$ cat config.mk
export PLATFORM = sky130hd
export DESIGN_NAME = mecanum_wheel_command_ramp
export DESIGN_NICKNAME = d
export VERILOG_FILES = /design/src/rtl/mwcr_pkg.sv /design/src/rtl/mwcr_front.sv /design/src/rtl/mwcr_back.sv /design/src/rtl/mecanum_wheel_command_ramp.sv
export SDC_FILE = /design/constraint.sdc
export NUM_CORES = 2
export LEC_CHECK = 0
export BUFFER_PORTS_ARGS = -buffer_cell sky130_fd_sc_hd__buf_2
export CORE_ASPECT_RATIO = 0.5
export CORE_UTILIZATION = 45
export DETAILED_ROUTE_END_ITERATION = 8
export PLACE_DENSITY_LB_ADDON = 0.1
export SETUP_SLACK_MARGIN = 0.05
export SLEW_MARGIN = 20
export SYNTH_ARGS = -nofsm -noshare
export SYNTH_HDL_FRONTEND = slang
export SYNTH_SLANG_ARGS = --single-unit
$ cat constraint.sdc
create_clock -name clk -period 23.8 [get_ports clk]
set_clock_uncertainty 0.15 [all_clocks]
set_input_delay 1.19 -clock clk [delete_from_list [all_inputs] [get_ports clk]]
set_output_delay 1.19 -clock clk [all_outputs]
set_load 0.03 [all_outputs]
$ cat src/rtl/mwcr_pkg.sv
// Shared types, register indexes and reset values for the mecanum wheel command ramp.
package mwcr_pkg;

  localparam int NUM_WHEELS  = 4;
  localparam int QUEUE_DEPTH = 2;
  localparam int CFG_IDX_W   = 3;
  localparam int CFG_DATA_W  = 16;

  typedef enum logic [CFG_IDX_W-1:0] {
    REG_INV_RADIUS    = 3'd0,
    REG_HALF_BASE     = 3'd1,
    REG_SPEED_FLOOR   = 3'd2,
    REG_SPEED_CEIL    = 3'd3,
    REG_DECEL_STEP    = 3'd4,
    REG_TIMEOUT_TICKS = 3'd5,
    REG_RAMP_TICKS    = 3'd6
  } reg_idx_t;

  typedef enum logic {
    KIND_CMD  = 1'b0,
    KIND_TICK = 1'b1
  } item_kind_t;

  typedef struct packed {
    item_kind_t         kind;
    logic signed [15:0] vel_x;
    logic signed [15:0] vel_y;
    logic signed [15:0] yaw_rate;
  } item_t;

  typedef struct packed {
    logic        [15:0] inv_radius;
    logic        [15:0] half_base;
    logic signed [15:0] speed_floor;
    logic signed [15:0] speed_ceil;
    logic        [14:0] decel_step;
    logic        [15:0] timeout_ticks;
    logic        [15:0] ramp_ticks;
  } cfg_t;

  localparam cfg_t CFG_RESET = '{
    inv_radius:    16'd5120,
    half_base:     16'd22938,
    speed_floor:   -16'sd2560,
    speed_ceil:    16'sd2560,
    decel_step:    15'd26,
    timeout_ticks: 16'd100,
    ramp_ticks:    16'd50
  };

endpackage

$ cat src/rtl/mwcr_front.sv
// Front end: accepts items, classifies them and buffers them in a short queue.
module mwcr_front #(
  parameter int QueueDepth = mwcr_pkg::QUEUE_DEPTH
) (
  input  logic                clk,
  input  logic                rst_n,
  input  logic                in_valid,
  output logic                in_stall,
  input  logic                in_op,
  input  logic signed [15:0]  in_vel_x,
  input  logic signed [15:0]  in_vel_y,
  input  logic signed [15:0]  in_yaw_rate,
  output logic                head_valid,
  output mwcr_pkg::item_t     head_item,
  input  logic                head_pop
);

  localparam int PtrW = (QueueDepth > 1) ? $clog2(QueueDepth) : 1;
  localparam int CntW = $clog2(QueueDepth + 1);

  mwcr_pkg::item_t q_r [QueueDepth];
  logic [PtrW-1:0] wr_ptr_r;
  logic [PtrW-1:0] rd_ptr_r;
  logic [CntW-1:0] count_r;
  mwcr_pkg::item_t item;
  logic            push;
  logic            pop;

  always_comb begin
    if (in_op) begin
      item.kind     = mwcr_pkg::KIND_TICK;
      item.vel_x    = '0;
      item.vel_y    = '0;
      item.yaw_rate = '0;
    end else begin
      item.kind     = mwcr_pkg::KIND_CMD;
      item.vel_x    = in_vel_x;
      item.vel_y    = in_vel_y;
      item.yaw_rate = in_yaw_rate;
    end
  end

  assign in_stall   = (count_r == CntW'(QueueDepth));
  assign head_valid = (count_r != '0);
  assign head_item  = q_r[rd_ptr_r];
  assign push       = in_valid && !in_stall;
  assign pop        = head_pop && head_valid;

  always_ff @(posedge clk) begin
    if (push) begin
      q_r[wr_ptr_r] <= item;
    end
  end

  always_ff @(posedge clk) begin
    if (!rst_n) begin
      wr_ptr_r <= '0;
      rd_ptr_r <= '0;
      count_r  <= '0;
    end else begin
      if (push) begin
        wr_ptr_r <= (wr_ptr_r == PtrW'(QueueDepth - 1)) ? '0 : wr_ptr_r + 1'b1;
      end
      if (pop) begin
        rd_ptr_r <= (rd_ptr_r == PtrW'(QueueDepth - 1)) ? '0 : rd_ptr_r + 1'b1;
      end
      if (push && !pop) begin
        count_r <= count_r + 1'b1;
      end else if (pop && !push) begin
        count_r <= count_r - 1'b1;
      end
    end
  end

endmodule

$ cat src/rtl/mwcr_back.sv
// Back end: kinematics with one shared multiplier, timeout and ramp-down, result register.
module mwcr_back (
  input  logic               clk,
  input  logic               rst_n,
  input  mwcr_pkg::cfg_t     cfg,
  input  logic               head_valid,
  input  mwcr_pkg::item_t    head_item,
  output logic               head_pop,
  output logic               out_valid,
  input  logic               out_stall,
  output logic signed [15:0] out_speed_front_left,
  output logic signed [15:0] out_speed_front_right,
  output logic signed [15:0] out_speed_rear_left,
  output logic signed [15:0] out_speed_rear_right,
  output logic               out_ramp_step,
  output logic               out_timer_armed
);

  typedef enum logic [2:0] {
    S_IDLE,
    S_YAW,
    S_WL,
    S_MUL,
    S_CLAMP,
    S_TICK,
    S_DONE
  } state_t;

  localparam int WIdxW = $clog2(mwcr_pkg::NUM_WHEELS);

  state_t             state_r;
  mwcr_pkg::item_t    item_r;
  logic [WIdxW-1:0]   idx_r;
  logic signed [35:0] prod_r;
  logic signed [16:0] wl_r;
  logic signed [15:0] wheel_r [mwcr_pkg::NUM_WHEELS];
  logic [15:0]        countdown_r;
  logic               armed_r;
  logic               step_r;
  logic               out_valid_r;
  logic signed [15:0] out_wheel_r [mwcr_pkg::NUM_WHEELS];
  logic               out_step_r;
  logic               out_armed_r;

  logic signed [18:0] sum;
  logic signed [18:0] mul_a;
  logic signed [16:0] mul_b;
  logic signed [35:0] prod;
  logic signed [27:0] scaled;
  logic signed [27:0] lo_bound;
  logic signed [27:0] hi_bound;
  logic signed [27:0] low_held;
  logic signed [15:0] clamped;
  logic signed [15:0] dec [mwcr_pkg::NUM_WHEELS];
  logic               any_moving;
  logic               out_free;

  always_comb begin
    case (idx_r)
      2'd0:    sum = 19'(item_r.vel_x) - 19'(item_r.vel_y) - 19'(wl_r);
      2'd1:    sum = 19'(item_r.vel_x) + 19'(item_r.vel_y) + 19'(wl_r);
      2'd2:    sum = 19'(item_r.vel_x) + 19'(item_r.vel_y) - 19'(wl_r);
      default: sum = 19'(item_r.vel_x) - 19'(item_r.vel_y) + 19'(wl_r);
    endcase
  end

  always_comb begin
    if (state_r == S_YAW) begin
      mul_a = 19'(item_r.yaw_rate);
      mul_b = $signed({1'b0, cfg.half_base});
    end else begin
      mul_a = sum;
      mul_b = $signed({1'b0, cfg.inv_radius});
    end
    prod = 36'(mul_a) * 36'(mul_b);
  end

  // Q20.16 -> Q8.8 by floor shift, then clamp min first, max second
  always_comb begin
    scaled   = 28'(prod_r >>> 8);
    lo_bound = 28'(cfg.speed_floor);
    hi_bound = 28'(cfg.speed_ceil);
    low_held = (scaled < lo_bound) ? lo_bound : scaled;
    clamped  = (low_held > hi_bound) ? cfg.speed_ceil : 16'(low_held);
  end

  always_comb begin
    logic signed [16:0] s17;
    logic signed [16:0] mag;
    logic signed [15:0] step16;
    step16     = $signed({1'b0, cfg.decel_step});
    any_moving = 1'b0;
    for (int i = 0; i < mwcr_pkg::NUM_WHEELS; i++) begin
      s17 = 17'(wheel_r[i]);
      mag = (s17 < 0) ? -s17 : s17;
      if ($unsigned(mag) > 17'(cfg.decel_step)) begin
        dec[i] = (wheel_r[i] > 0) ? wheel_r[i] - step16 : wheel_r[i] + step16;
      end else begin
        dec[i] = '0;
      end
      if (dec[i] != '0) begin
        any_moving = 1'b1;
      end
    end
  end

  assign head_pop = (state_r == S_IDLE) && head_valid;
  assign out_free = !out_valid_r || !out_stall;

  always_ff @(posedge clk) begin
    if (!rst_n) begin
      state_r     <= S_IDLE;
      idx_r       <= '0;
      countdown_r <= '0;
      armed_r     <= 1'b0;
      step_r      <= 1'b0;
      out_valid_r <= 1'b0;
      for (int i = 0; i < mwcr_pkg::NUM_WHEELS; i++) begin
        wheel_r[i] <= '0;
      end
    end else begin
      if (out_valid_r && !out_stall && state_r != S_DONE) begin
        out_valid_r <= 1'b0;
      end
      unique case (state_r)
        S_IDLE: begin
          if (head_valid) begin
            item_r  <= head_item;
            idx_r   <= '0;
            step_r  <= 1'b0;
            state_r <= (head_item.kind == mwcr_pkg::KIND_CMD) ? S_YAW : S_TICK;
          end
        end
        S_YAW: begin
          prod_r  <= prod;
          state_r <= S_WL;
        end
        S_WL: begin
          wl_r    <= 17'(prod_r >>> 16);
          state_r <= S_MUL;
        end
        S_MUL: begin
          prod_r  <= prod;
          state_r <= S_CLAMP;
        end
        S_CLAMP: begin
          wheel_r[idx_r] <= clamped;
          if (idx_r == WIdxW'(mwcr_pkg::NUM_WHEELS - 1)) begin
            countdown_r <= cfg.timeout_ticks;
            armed_r     <= 1'b1;
            state_r     <= S_DONE;
          end else begin
            idx_r   <= idx_r + 1'b1;
            state_r <= S_MUL;
          end
        end
        S_TICK: begin
          if (armed_r) begin
            if (countdown_r > 16'd1) begin
              countdown_r <= countdown_r - 1'b1;
            end else begin
              for (int i = 0; i < mwcr_pkg::NUM_WHEELS; i++) begin
                wheel_r[i] <= dec[i];
              end
              step_r      <= 1'b1;
              armed_r     <= any_moving;
              countdown_r <= any_moving ? cfg.ramp_ticks : '0;
            end
          end
          state_r <= S_DONE;
        end
        S_DONE: begin
          if (out_free) begin
            for (int i = 0; i < mwcr_pkg::NUM_WHEELS; i++) begin
              out_wheel_r[i] <= wheel_r[i];
            end
            out_step_r  <= step_r;
            out_armed_r <= armed_r;
            out_valid_r <= 1'b1;
            state_r     <= S_IDLE;
          end
        end
        default: state_r <= S_IDLE;
      endcase
    end
  end

  assign out_valid             = out_valid_r;
  assign out_speed_front_left  = out_wheel_r[0];
  assign out_speed_front_right = out_wheel_r[1];
  assign out_speed_rear_left   = out_wheel_r[2];
  assign out_speed_rear_right  = out_wheel_r[3];
  assign out_ramp_step         = out_step_r;
  assign out_timer_armed       = out_armed_r;

  a_disarmed_zero: assert property (@(posedge clk) disable iff (!rst_n)
    !armed_r |-> countdown_r == '0)
    else $error("countdown nonzero while disarmed");

  a_pop_idle: assert property (@(posedge clk) disable iff (!rst_n)
    head_pop |-> state_r == S_IDLE && head_valid)
    else $error("queue popped while busy");

  a_cmd_arms: assert property (@(posedge clk) disable iff (!rst_n)
    (state_r == S_DONE && item_r.kind == mwcr_pkg::KIND_CMD) |-> armed_r && !step_r)
    else $error("command finished without arming");

  a_step_after_tick: assert property (@(posedge clk) disable iff (!rst_n)
    (state_r == S_DONE && step_r) |-> item_r.kind == mwcr_pkg::KIND_TICK)
    else $error("ramp step on a command");

endmodule

$ cat src/rtl/mecanum_wheel_command_ramp.sv
// Top level: configuration registers, front queue and execution back end.
// The back end takes a new item from the queue only while idle, so items run one at a time;
// its single shared multiplier runs five products per command in turn.
// Reset (rst_n low, synchronous): registers take their defaults, wheels zero, timer disarmed.
module mecanum_wheel_command_ramp #(
  parameter int QueueDepth = mwcr_pkg::QUEUE_DEPTH
) (
  input  logic                                clk,
  input  logic                                rst_n,
  input  logic                                in_valid,
  output logic                                in_stall,
  input  logic                                in_op,
  input  logic signed [15:0]                  in_vel_x,
  input  logic signed [15:0]                  in_vel_y,
  input  logic signed [15:0]                  in_yaw_rate,
  output logic                                out_valid,
  input  logic                                out_stall,
  output logic signed [15:0]                  out_speed_front_left,
  output logic signed [15:0]                  out_speed_front_right,
  output logic signed [15:0]                  out_speed_rear_left,
  output logic signed [15:0]                  out_speed_rear_right,
  output logic                                out_ramp_step,
  output logic                                out_timer_armed,
  input  logic                                cfg_wr_en,
  input  logic [mwcr_pkg::CFG_IDX_W-1:0]      cfg_index,
  input  logic [mwcr_pkg::CFG_DATA_W-1:0]     cfg_data
);

  mwcr_pkg::cfg_t  cfg_r;
  logic            head_valid;
  mwcr_pkg::item_t head_item;
  logic            head_pop;

  always_ff @(posedge clk) begin
    if (!rst_n) begin
      cfg_r <= mwcr_pkg::CFG_RESET;
    end else if (cfg_wr_en) begin
      unique case (cfg_index)
        mwcr_pkg::REG_INV_RADIUS:    cfg_r.inv_radius    <= cfg_data;
        mwcr_pkg::REG_HALF_BASE:     cfg_r.half_base     <= cfg_data;
        mwcr_pkg::REG_SPEED_FLOOR:   cfg_r.speed_floor   <= $signed(cfg_data);
        mwcr_pkg::REG_SPEED_CEIL:    cfg_r.speed_ceil    <= $signed(cfg_data);
        mwcr_pkg::REG_DECEL_STEP:    cfg_r.decel_step    <= cfg_data[14:0];
        mwcr_pkg::REG_TIMEOUT_TICKS: cfg_r.timeout_ticks <= cfg_data;
        mwcr_pkg::REG_RAMP_TICKS:    cfg_r.ramp_ticks    <= cfg_data;
        default: ;
      endcase
    end
  end

  mwcr_front #(
    .QueueDepth (QueueDepth)
  ) u_front (
    .clk         (clk),
    .rst_n       (rst_n),
    .in_valid    (in_valid),
    .in_stall    (in_stall),
    .in_op       (in_op),
    .in_vel_x    (in_vel_x),
    .in_vel_y    (in_vel_y),
    .in_yaw_rate (in_yaw_rate),
    .head_valid  (head_valid),
    .head_item   (head_item),
    .head_pop    (head_pop)
  );

  mwcr_back u_back (
    .clk                   (clk),
    .rst_n                 (rst_n),
    .cfg                   (cfg_r),
    .head_valid            (head_valid),
    .head_item             (head_item),
    .head_pop              (head_pop),
    .out_valid             (out_valid),
    .out_stall             (out_stall),
    .out_speed_front_left  (out_speed_front_left),
    .out_speed_front_right (out_speed_front_right),
    .out_speed_rear_left   (out_speed_rear_left),
    .out_speed_rear_right  (out_speed_rear_right),
    .out_ramp_step         (out_ramp_step),
    .out_timer_armed       (out_timer_armed)
  );

endmodule
==> metrics.cfg <==
[floorplan]
die_area_um2 = 91400
num_io_pins = 141
coreArea_um2 = 88830
row_count = 77
die_height_um = 214.3
start_util_pct = 45.66
die_width_um = 426.6

[setup_path]
reg2reg_from = u_back.item_r[17]
rrSetupSlack_ns = 11.85
path_buf_inv = 5
cpLargestDelayFamily = adder cells
reg2reg_to = u_back.prod_r[35]
worstSetupEndpointType = flip-flop
critical_path_cell_with_the_highest_stage_delay = sky130_fd_sc_hd__fa_1
count_of_cell_instances_traversed_by_the_critical_path = 44
critPathMaxFanout = 25
cp.required_ns = 24.02
timing.critical_path.slowest_cell_delay_ns = 0.66
setup.worst_path.class = flip-flop to flip-flop
worst-endpoint-arrival_ns = 12.17
worstRegToRegCells = 44
start_kind = flip-flop

[final_layout]
fin_area_um2 = 44210
mostFrequentLayoutCell = sky130_fd_sc_hd__nand2_1
syn_to_final_growth_pct = 9.018
highest_count_cells_in_the_layout_ignoring_fill_and_taps = sky130_fd_sc_hd__nand2_1 (578), sky130_fd_sc_hd__inv_1 (469), sky130_fd_sc_hd__ha_1 (342)
finish.net_count = 5113
layout-drive-gt1-share_pct = 8.966
nFillCells = 8357

[routing]
vias = 31920
initialDrtViolationCount = 2793
wl_per_cell_um = 22.32
first_pass_iters = 6
post-route-drc-count = 0
antenna_left = 0
vias_per_cell = 5.674
routed_wl_mm = 125.6

[cts]
cts.root.buffer_cell = sky130_fd_sc_hd__clkbuf_16
cts.sink_count = 461
insertion_delay_ns = 0.63
cts.htree.levels = 2
clk_path_buf_depth = 3
clk_transition_reported_paths_ns = 0.09
cts.repair_timing.setup_buffer_count = 0
numCtsBuffers = 46
hold_buffers = 0
post_cts.resized_instances = 0
cts_tree = built

[sta]
timing.max_slew.rel_slack_pct = 16.48
finalSetupViolations = 0
final_period_util_pct = 50.22
setup-tns-final_ns = 0
postLayoutSetupSlackWorst_ns = 11.85
worst-slew-pin-transition_ns = 1.241
slew_violations = 0
timing_hold_violations_final = 0
grt_setup_unrepaired = no
finalCriticalPeriod_ns = 11.95
fmaxAchievable_mhz = 83.67

[placed_design]
io_buffer_count = 140
dpl_cell_area_um2 = 42620
hpwlAfterDp_mm = 95.06
pre_cts_slack_ns = 11.87
gpl.final_weighted_congestion = 0.9418

[global_routing]
first_global_vias = 31700
grt-ovfl-total = 0
globalRouteTotalUtil_pct = 27.54
first_pass_grt_wire_length_mm = 192.1
antenna_found_initial = 2
pin_count_of_the_biggest_net_entering_global_routing = 85

[worst_hold_path]
min_from = u_back.step_r
worst_hold_path.endpoint = u_back.out_ramp_step
timing.hold.worst.class = flip-flop to flip-flop
min_path_cells = 0

[synthesis]
postSynthAreaPerCell_um2 = 9.392
postSynthNetCount = 5029
synth.area.top_cells = sky130_fd_sc_hd__edfxtp_1 (24%), sky130_fd_sc_hd__fa_1 (15%), sky130_fd_sc_hd__ha_1 (11%), sky130_fd_sc_hd__dfxtp_1 (6.9%), sky130_fd_sc_hd__nand2_1 (5.4%)
synth.largest_area_cell = sky130_fd_sc_hd__edfxtp_1
netlist.area_leader.share_pct = 23.77
ys_seq_area_share_pct = 30.68
synth_warnings = 0
number_of_instances_in_the_synthesized_netlist = 4318
synth_async_sr_flop_share_pct = 0
synth-edff-count = 321
dominantRegCellSynth = sky130_fd_sc_hd__edfxtp_1
mappedNetlistArea_um2 = 40560
ys_ff_latch = 461
synthDistinctLibCells = 92

[outcome]
status = completed

[job]
max_cap_violations = 0

-- routing by layer --
metal | GRT usage [%] | part of all wire, % | wire length [um] | up-vias
li1 | - | - | - | 14980
met2 | 44.24 | 45 | 56580 | 1023
met3 | 4.262 | 6.7 | 8385 | 173
met1 | 38.93 | 46 | 57430 | 15740
met5 | 0 | 0 | 0 | -
met4 | 6.440 | 2.5 | 3198 | 0
-- worst max-delay path by stage --
stage | start | endpoint | slack (ns)
3_3_place_gp | u_back.item_r[17] | u_back.prod_r[35] | 12.11
5_1_grt | u_back.wl_r[0] | u_back.prod_r[35] | 10.92
6_report | u_back.item_r[17] | u_back.prod_r[35] | 11.85
2_1_floorplan | u_back.item_r[17] | u_back.prod_r[35] | 12.66
4_1_cts | u_back.item_r[17] | u_back.prod_r[35] | 11.86
3_5_place_dp | u_back.item_r[17] | u_back.prod_r[35] | 11.87
-- Yosys cell counts (12+ instances only) --
library cell	count
sky130_fd_sc_hd__o21ai_0	112
sky130_fd_sc_hd__a31oi_1	28
sky130_fd_sc_hd__nand2b_1	38
sky130_fd_sc_hd__a22oi_1	28
sky130_fd_sc_hd__mux2i_1	22
sky130_fd_sc_hd__a21o_1	78
sky130_fd_sc_hd__o21a_1	41
sky130_fd_sc_hd__o21bai_1	13
sky130_fd_sc_hd__or2_2	18
sky130_fd_sc_hd__nor3_1	93
sky130_fd_sc_hd__and3_1	35
sky130_fd_sc_hd__nor4_1	17
sky130_fd_sc_hd__and2_1	38
sky130_fd_sc_hd__a211oi_1	22
sky130_fd_sc_hd__a21boi_0	94
sky130_fd_sc_hd__o211ai_1	31
sky130_fd_sc_hd__nand2_1	579
sky130_fd_sc_hd__buf_1	12
sky130_fd_sc_hd__or3_1	29
sky130_fd_sc_hd__o31ai_1	27
sky130_fd_sc_hd__nor2b_1	108
sky130_fd_sc_hd__mux2_2	68
sky130_fd_sc_hd__ha_1	342
sky130_fd_sc_hd__a21oi_1	148
sky130_fd_sc_hd__fa_1	296
sky130_fd_sc_hd__nor2_1	295
sky130_fd_sc_hd__clkbuf_1	137
sky130_fd_sc_hd__dfxtp_1	140
sky130_fd_sc_hd__nand3_1	112
sky130_fd_sc_hd__edfxtp_1	321
sky130_fd_sc_hd__a221o_1	30
sky130_fd_sc_hd__xnor2_1	232
sky130_fd_sc_hd__inv_1	469
sky130_fd_sc_hd__nand4_1	27
sky130_fd_sc_hd__xor2_1	39
-- cell type report --
cell class	instances	area, um^2	area share (%)
Tap cell	1185	1483	3.354
Clock inverter	24	290.3	0.6566
Clock buffer	61	1291	2.921
Multi-Input combinational cell	3228	25850	58.48
Inverter	479	1798	4.067
Antenna cell	2	5.005	0.01132
Sequential cell	461	12440	28.14
Timing Repair Buffer	186	1049	2.372
-- cells by family (layout without fill, tap and decap cells) --
family	Yosys count	after routing	share of synthesized area, %
buffers and inverters	629	750	5.840
multiplexers	90	90	2.431
AND/OR/NAND/NOR	1456	1456	16.82
AO/OA/AOI/OAI	773	773	13.21
flip-flops	461	461	30.68
XOR/XNOR	271	271	5.853
other	0	2	0
adder cells (fa/ha/maj)	638	638	25.16
-- per-stage QoR --
stage	instances	hold slack, ns	utilization (%)
2_1_floorplan	4318	0.2581	-
3_3_place_gp	5539	0.2750	47.97
3_5_place_dp	5539	0.2871	47.98
4_1_cts	5624	0.3037	49.76
5_1_grt	5625	0.3171	49.77
6_report	5626	0.3050	49.77
-- flip-flops by register name, summed over array words and instances (netlist names), named ones only --
| signal | flops |
|---|---|
| u_front.count_r | 2 |
| u_back.state_r | 3 |
| u_front.q_r | 98 |
| u_back.idx_r | 2 |
| u_back.item_r | 48 |
| u_back.wheel_r | 64 |
| u_back.wl_r | 17 |
| u_back.countdown_r | 16 |
| u_back.out_valid | 1 |
| u_front.wr_ptr_r | 1 |
| u_back.out_wheel_r | 64 |
| u_back.prod_r | 28 |
| u_front.rd_ptr_r | 1 |
| u_back.out_timer_armed | 1 |
| u_back.out_ramp_step | 1 |
| u_back.step_r | 1 |
| u_back.armed_r | 1 |
| cfg_r | 111 |
Power is left out: the tool's default activity adds up to more than one toggle a clock period on the data nets, which glitch-free logic cannot reach.
